$ cat src/rtl/tialu_pkg.sv
// Shared types, opcodes and status codes for the typed integer ALU.
`default_nettype none
package tialu_pkg;

  localparam int unsigned DataW   = 64;
  localparam int unsigned DivSteps = 4;            // quotient bits per divider stage
  localparam int unsigned DivStages = DataW / DivSteps;

  typedef enum logic [3:0] {
    OP_ADD  = 4'd0,  OP_SUB = 4'd1,  OP_MUL = 4'd2,  OP_DIV = 4'd3,
    OP_REM  = 4'd4,  OP_AND = 4'd5,  OP_OR  = 4'd6,  OP_XOR = 4'd7,
    OP_SHL  = 4'd8,  OP_SHR = 4'd9,  OP_EQ  = 4'd10, OP_NE  = 4'd11,
    OP_GT   = 4'd12, OP_GE  = 4'd13, OP_CAST = 4'd14, OP_BAD = 4'd15
  } op_t;

  typedef enum logic [2:0] {
    ST_OK       = 3'd0,
    ST_DIV_ZERO = 3'd1,
    ST_DIV_OVF  = 3'd2,
    ST_UNSUP    = 3'd3,
    ST_SHIFT    = 3'd4
  } status_t;

  localparam logic [3:0] CastPtr = 4'd8;

  // Decoded request, registered at the end of stage 0.
  typedef struct packed {
    op_t              op;
    logic [1:0]       wsel;     // 0..3 -> 8/16/32/64 bits
    logic             sgn;
    logic [DataW-1:0] a;        // extended operands
    logic [DataW-1:0] b;
    logic [3:0]       ct;
  } req_t;

  // Divider working state between stages.
  typedef struct packed {
    logic [DataW-1:0] rem;
    logic [DataW-1:0] quo;      // dividend bits shifting out, quotient bits in
    logic [DataW-1:0] dvs;
    logic             neg_q;
    logic             neg_r;
  } div_t;

  function automatic logic [DataW-1:0] wmask(input logic [1:0] wsel);
    logic [DataW-1:0] m;
    unique case (wsel)
      2'd0:    m = 64'h0000_0000_0000_00FF;
      2'd1:    m = 64'h0000_0000_0000_FFFF;
      2'd2:    m = 64'h0000_0000_FFFF_FFFF;
      default: m = '1;
    endcase
    return m;
  endfunction

  function automatic logic [DataW-1:0] extend(input logic [DataW-1:0] x,
                                              input logic [1:0] wsel,
                                              input logic sgn);
    logic [DataW-1:0] y;
    y = x;
    unique case (wsel)
      2'd0:    y = {{56{sgn & x[7]}},  x[7:0]};
      2'd1:    y = {{48{sgn & x[15]}}, x[15:0]};
      2'd2:    y = {{32{sgn & x[31]}}, x[31:0]};
      default: y = x;
    endcase
    return y;
  endfunction

endpackage
`default_nettype wire

$ cat src/rtl/tialu_div_stage.sv
// One divider stage: DivSteps restoring steps on the magnitudes.
`default_nettype none
module tialu_div_stage (
  input  wire tialu_pkg::div_t d_in,
  output tialu_pkg::div_t      d_out
);
  import tialu_pkg::*;

  always_comb begin
    logic [DataW:0]   trial;
    logic [DataW-1:0] rem;
    logic [DataW-1:0] quo;
    rem = d_in.rem;
    quo = d_in.quo;
    for (int i = 0; i < DivSteps; i++) begin
      trial = {rem, quo[DataW-1]} - {1'b0, d_in.dvs};
      if (!trial[DataW]) begin
        rem = trial[DataW-1:0];
        quo = {quo[DataW-2:0], 1'b1};
      end else begin
        rem = {rem[DataW-2:0], quo[DataW-1]};
        quo = {quo[DataW-2:0], 1'b0};
      end
    end
    d_out       = d_in;
    d_out.rem   = rem;
    d_out.quo   = quo;
  end
endmodule
`default_nettype wire

$ cat config.mk
export PLATFORM = sky130hd
export DESIGN_NAME = tialu_div_stage
export DESIGN_NICKNAME = d
export VERILOG_FILES = /design/src/rtl/tialu_pkg.sv /design/src/rtl/tialu_div_stage.sv
export SDC_FILE = /design/constraint.sdc
export NUM_CORES = 1
export LEC_CHECK = 0
export BUFFER_PORTS_ARGS = -buffer_cell sky130_fd_sc_hd__buf_2
export CAP_MARGIN = 30
export CORE_UTILIZATION = 35
export DETAILED_ROUTE_END_ITERATION = 16
export PLACE_DENSITY_LB_ADDON = 0.25
export SLEW_MARGIN = 20
export SYNTH_ARGS = -nofsm -noshare
export SYNTH_HDL_FRONTEND = slang
export SYNTH_SLANG_ARGS = --single-unit
$ cat constraint.sdc
create_clock -name vclk -period 16.74
set_clock_uncertainty 0.2 [all_clocks]
set_input_delay 1.674 -clock vclk [all_inputs]
set_output_delay 1.674 -clock vclk [all_outputs]
set_load 0.005 [all_outputs]
==> metrics.md, run 1 <==
| Metric | Value |
|---|---|
| Start point of the critical path | d_in[45] |
| Worst-Margin Slew | 1065 ps |
| Startpoint types | input port |
| Vias per std cell | 5.509 |
| Total area of multi-input combinational cells | 0.01755 sq mm |
| Adder-cell share of the synthesized area | 17.90% |
| Number of buffers inserted for hold repair after clock tree synthesis | 0 |
| Iter 0 DRT Violations | 1789 |
| Filler cell count | 5011 |
| Dominant cell type by area after synthesis | sky130_fd_sc_hd__ha_1 |
| Drt drc | 0 |
| Last weighted congestion value of the routability-driven placer | 0.9761 |
| Wire length of the first global-routing pass | 130300 microns |
| Kind of end point of the critical path | output port |
| Tot GR Track Use | 30.71% |
| Avg Inst Size Synth | 6.925 sq um |
| Source of the worst hold timing path | d_in[97] |
| WP data required | 14870 ps |
| Class of the tightest hold or removal check | input port to output port |
| Simple logic cell fraction of the synthesized area | 16.06% |
| Synth Area in XOR/XNOR | 11.21% |
| Fraction of synthesized cell area taken by the top area cell type | 17.46% |
| Remaining Overflow, GRT | 0 |
| Vias after detailed routing | 24230 |
| Clock period minus final worst setup slack | 16360 ps |
| Core box area | 0.05151 sq mm |
| Proportion of layout cells with a drive suffix above 1 | 43.00% |
| Distinct cell type count of the synthesized netlist | 81 |
| Total wire length after detailed routing | 87050 microns |
| Run status | complete, no violations |
| Setup slack of the critical path after layout | 384.1 ps |
| Number of pins with negative max-slew slack in the final report | 0 |
| Top cells by area, synth | sky130_fd_sc_hd__ha_1 (17%), sky130_fd_sc_hd__a21oi_1 (7.9%), sky130_fd_sc_hd__xnor2_1 (7.4%) |
| Cell Rows | 83 |
| Number of failing hold endpoints at the final stage | 0 |
| Part of the Yosys area used for sequential elements | 0% |
| Initial DRT Pass Iterations | 7 |
| Relative slew margins | 28.64% |
| Antenna violations before repair | 0 |
| HPWL reported at the end of detailed placement | 73660 microns |
| Number of nets with antenna violations after detailed routing | 0 |
| Crit path arrival time | 14480 ps |
| Area occupied by registers | 0 sq um |
| Final layout net count | 4175 |
| PortBufs | 264 |
| Hold path endpoint | d_out[101] |
| Cell count after synthesis | 2649 |
| Cells on Worst Hold Path | 0 |
| Setup violation total in the final timing report | 0 |
| Synth warnings | 0 |
| Final worst-path cycle share | 97.71% |
| Critical path buffer and inverter count | 19 |
| Complex-gate fraction of the synthesized area | 33.49% |
| Most frequent standard cell in the layout excluding fill and tap cells | sky130_fd_sc_hd__buf_4 |
| Main combinational cell family by area after synthesis | compound AO/OA/AOI/OAI gates |
| Horizontal die dimension | 230.9 microns |
| Synth-to-Final Area Change | 55.42% |
| Count of max-cap constraint violations | 0 |
| Die H | 230.9 microns |
| Most common cell type on the critical path | sky130_fd_sc_hd__buf_4 |
| Fraction of synthesized area in multiplexers | 10.37% |
| Longest individual stage delay on the worst path | 370 ps |
| Dpl ws | -1684 ps |
| Maximum clock rate | 61.14 MHz |
| Critical path type | input port to output port |
| Initial core utilization | 35.61% |
| Number of clock-tree buffers in the layout | 0 |
| # diodes | 0 |
| Slowest-stage cell, CP | sky130_fd_sc_hd__o41a_1 |
| Maximum net fanout on the critical path | 8 |
| Commonest cells after routing, fill and taps aside | sky130_fd_sc_hd__buf_4 (995), sky130_fd_sc_hd__buf_2 (263), sky130_fd_sc_hd__a21oi_1 (259) |
| I/O pin total | 388 |
| Flip-flop and latch count | 0 |
| Cell area after technology mapping | 0.01834 sq mm |
| Via count of the first global-routing pass | 23650 |
| Die area | 0.05333 sq mm |
| Maximum number of pins on one net before global-route repair | 27 |
| Drt wl/cell | 19.79 microns |
| Net count after synthesis | 3103 |
| Cell family with most CP delay | compound AO/OA/AOI/OAI gates |
-- cells in the mapped netlist, drive strengths merged, types with 18 or more instances --
library cell,n
a211oi,18
a21o,157
a21oi,290
a222oi,19
a31oi,27
and3,21
buf,151
clkbuf,73
ha,256
inv,176
mux2,129
mux2i,45
nand2,225
nand2b,22
nand3,54
nand4,49
nor2,162
nor2b,33
nor3,32
o211ai,19
o21a,35
o21ai,177
o21bai,50
xnor2,157
xor2,77
-- how the worst max path moves through the flow --
stage            endpoint  cells after the start
5_1_grt        d_out[171]                     68
4_1_cts        d_out[138]                     66
3_3_place_gp   d_out[157]                     62
6_report       d_out[169]                     67
2_1_floorplan  d_out[147]                     56
3_5_place_dp   d_out[171]                     62
-- stage by stage --
step                TNS (ps)  instance area (sq um)  cells  utilization (%)  hold WS, ps
floorplan                  0                  18350   2649                -         3229
global placement      -96160                  26600   4344            51.64         3148
detailed placement   -103600                  26600   4344            51.64         3148
CTS                        0                  27250   4367            52.91         3148
global route           -4276                  28510   4399            55.35         3148
finish                     0                  28510   4399            55.35         3148
-- logic make-up after synthesis --
group,after synthesis
AO/OA/AOI/OAI,941
AND/OR/NAND/NOR,640
buffers and inverters,400
adder cells (fa/ha/maj),260
XOR/XNOR,234
multiplexers,174
-- per-layer routing --
metal / GRT usage (%) / routed length [microns] / vias up
met1: 40.52 / 38570 / 11500
met4: 6.995 / 2659 / 0
met3: 2.137 / 4816 / 151
li1: - / - / 11750
met5: 0 / 0 / -
met2: 53.96 / 41010 / 836
-- final cells by class --
type	count	share of cell area [%]
inverters	176	2.326
multi-input cells	2250	61.54
well taps	680	2.984
repair buffers	1293	33.15
-- what timing repair did --
item                       CTS  global route
setup endpoints to repair   65            65
gates resized for setup     75           208
pin swaps                   30            92
setup buffers               16            33
cloned                       7             3
Power of run 1 is left out: the tool's default activity adds up to more than one toggle a clock period on the data nets, which glitch-free logic cannot reach.
==> run 2, diff against run 1 <==
--- a/config.mk
+++ b/config.mk
@@ -10,6 +10,7 @@
 export CORE_UTILIZATION = 35
 export DETAILED_ROUTE_END_ITERATION = 16
 export PLACE_DENSITY_LB_ADDON = 0.25
+export RECOVER_POWER = 50
 export SLEW_MARGIN = 20
 export SYNTH_ARGS = -nofsm -noshare
 export SYNTH_HDL_FRONTEND = slang
==> run 2 against run 1 <==
Routed wire length barely moved. Flip-flop and latch count unchanged. Setup slack got worse by 13 ps. Global-route usage unchanged. First-iteration DRC count unchanged. Cell count is the same. Final area barely moved. Hold slack stayed put. Via count is essentially flat.
==> metrics.md, run 2 (same netlist as run 1, synthesis figures left out) <==
| Metric | Value |
|---|---|
| Number of nets with antenna violations after detailed routing | 0 (unchanged) |
| Most frequent standard cell in the layout excluding fill and tap cells | sky130_fd_sc_hd__buf_4 |
| Total area of multi-input combinational cells | 0.01755 sq mm (unchanged) |
| Iter 0 DRT Violations | 1789 (unchanged) |
| Die H | 230.9 microns (unchanged) |
| Slowest-stage cell, CP | sky130_fd_sc_hd__o41a_1 |
| Filler cell count | 5013 (+0.040%) |
| Last weighted congestion value of the routability-driven placer | 0.9761 (unchanged) |
| PortBufs | 264 (unchanged) |
| Number of pins with negative max-slew slack in the final report | 0 (unchanged) |
| Clock period minus final worst setup slack | 16370 ps (+12.87 ps) |
| Start point of the critical path | d_in[45] |
| Most common cell type on the critical path | sky130_fd_sc_hd__buf_4 |
| Proportion of layout cells with a drive suffix above 1 | 42.94% (-0.054 points) |
| Wire length of the first global-routing pass | 130300 microns (unchanged) |
| Tot GR Track Use | 30.71% (unchanged) |
| Cell Rows | 83 (unchanged) |
| Drt drc | 0 (unchanged) |
| Total wire length after detailed routing | 87030 microns (about the same) |
| Vias per std cell | 5.508 (about the same) |
| Commonest cells after routing, fill and taps aside | sky130_fd_sc_hd__buf_4 (995), sky130_fd_sc_hd__buf_2 (261), sky130_fd_sc_hd__a21oi_1 (259) |
| Last element of the critical path | d_out[169] |
| Via count of the first global-routing pass | 23650 (unchanged) |
| Vias after detailed routing | 24230 (-0.0083%) |
| Startpoint types | input port |
| Run status | complete, no violations |
| Maximum clock rate | 61.09 MHz (about the same) |
| Flip-flop and latch count | 0 (unchanged) |
| Count of max-cap constraint violations | 0 (unchanged) |
| Antenna violations before repair | 0 (unchanged) |
| I/O pin total | 388 (unchanged) |
| Final layout net count | 4175 (unchanged) |
| Maximum net fanout on the critical path | 8 (unchanged) |
| Horizontal die dimension | 230.9 microns (unchanged) |
| Synth-to-Final Area Change | 55.41% (about the same) |
| Cells on Worst Hold Path | 0 (unchanged) |
| Initial DRT Pass Iterations | 6 (-1) |
| Relative slew margins | 28.64% (unchanged) |
| Initial core utilization | 35.61% (unchanged) |
| Longest individual stage delay on the worst path | 370 ps (about the same) |
| Setup Total Neg Slack | 0 ps (unchanged) |
| Die area | 0.05333 sq mm (unchanged) |
| Maximum number of pins on one net before global-route repair | 27 (unchanged) |
| Critical path type | input port to output port |
| Core box area | 0.05151 sq mm (unchanged) |
| Drt wl/cell | 19.78 microns (about the same) |
| WP data required | 14870 ps (about the same) |
| Class of the tightest hold or removal check | input port to output port |
| Area occupied by registers | 0 sq um (unchanged) |
| Final worst-path cycle share | 97.78% (about the same) |
| # diodes | 0 (unchanged) |
| Number of failing hold endpoints at the final stage | 0 (unchanged) |
| Kind of end point of the critical path | output port |
| Remaining Overflow, GRT | 0 (unchanged) |
| Setup violation total in the final timing report | 0 (unchanged) |
| Worst-Margin Slew | 1065 ps (unchanged) |
| Number of clock-tree buffers in the layout | 0 (unchanged) |
| HPWL reported at the end of detailed placement | 73660 microns (unchanged) |
| Crit path arrival time | 14490 ps (about the same) |
-- run 2: cell types whose count changed in the layout (fill, tap and decap cells not counted) --
| cell | before | now |
|---|---|---|
| sky130_fd_sc_hd__buf_2 | 263 | 261 |
| sky130_fd_sc_hd__clkbuf_1 | 0 | 2 |
-- run 2: what timing repair did --
action | in CTS | in global routing
setup endpoints to repair | 65 | 65
gates resized for setup | 75 | 208
hold buffers | 0 | 0
buffers inserted | 16 | 33
pin swaps | 30 | 92
gates cloned | 7 | 3
-- run 2: final cells by class --
type / instances / share of cell area [%]
repair buffers: 1293 / 33.14
inverters: 176 / 2.326
multi-input cells: 2250 / 61.55
well taps: 680 / 2.985
-- run 2: per-layer routing --
metal	wire length, microns	up-vias	track usage, %	part of all wire, %
li1	-	11750	-	-
met1	38580	11490	40.52	44
met2	41020	840	53.96	47
met3	4800	147	2.137	5.5
met4	2633	0	6.995	3.0
met5	0	-	0	0
-- run 2: worst max-delay path: cells and delay by family --
family	cells	cell delay, ps
AOI/OAI and AO/OA	29	5620
xor gates and xnor gates	3	590
muxes	3	880
and+or+nand+nor	9	1470
buffers and inverters	19	3070
adders and majority gates	4	1100
-- run 2: per-stage QoR --
stage	std cells	worst slack, ps	hold slack [ps]	util, %	area [sq um]
after floorplan	2649	20.35	3229	-	18350
after global placement	4344	-1527	3148	51.64	26600
after detailed placement	4344	-1684	3148	51.64	26600
after CTS	4367	5.735	3148	52.91	27250
after global routing	4399	-101.2	3148	55.34	28510
final	4399	371.2	3148	55.34	28510
-- run 2: worst min-delay path by stage --
stage	start	slack, ps	end
global route	d_in[97]	3150	d_out[101]
finish	d_in[97]	3150	d_out[101]
floorplan	d_in[0]	3230	d_out[0]
global placement	d_in[101]	3150	d_out[105]
detailed placement	d_in[101]	3150	d_out[105]
CTS	d_in[101]	3150	d_out[105]
Power of run 2 is left out for the same reason.
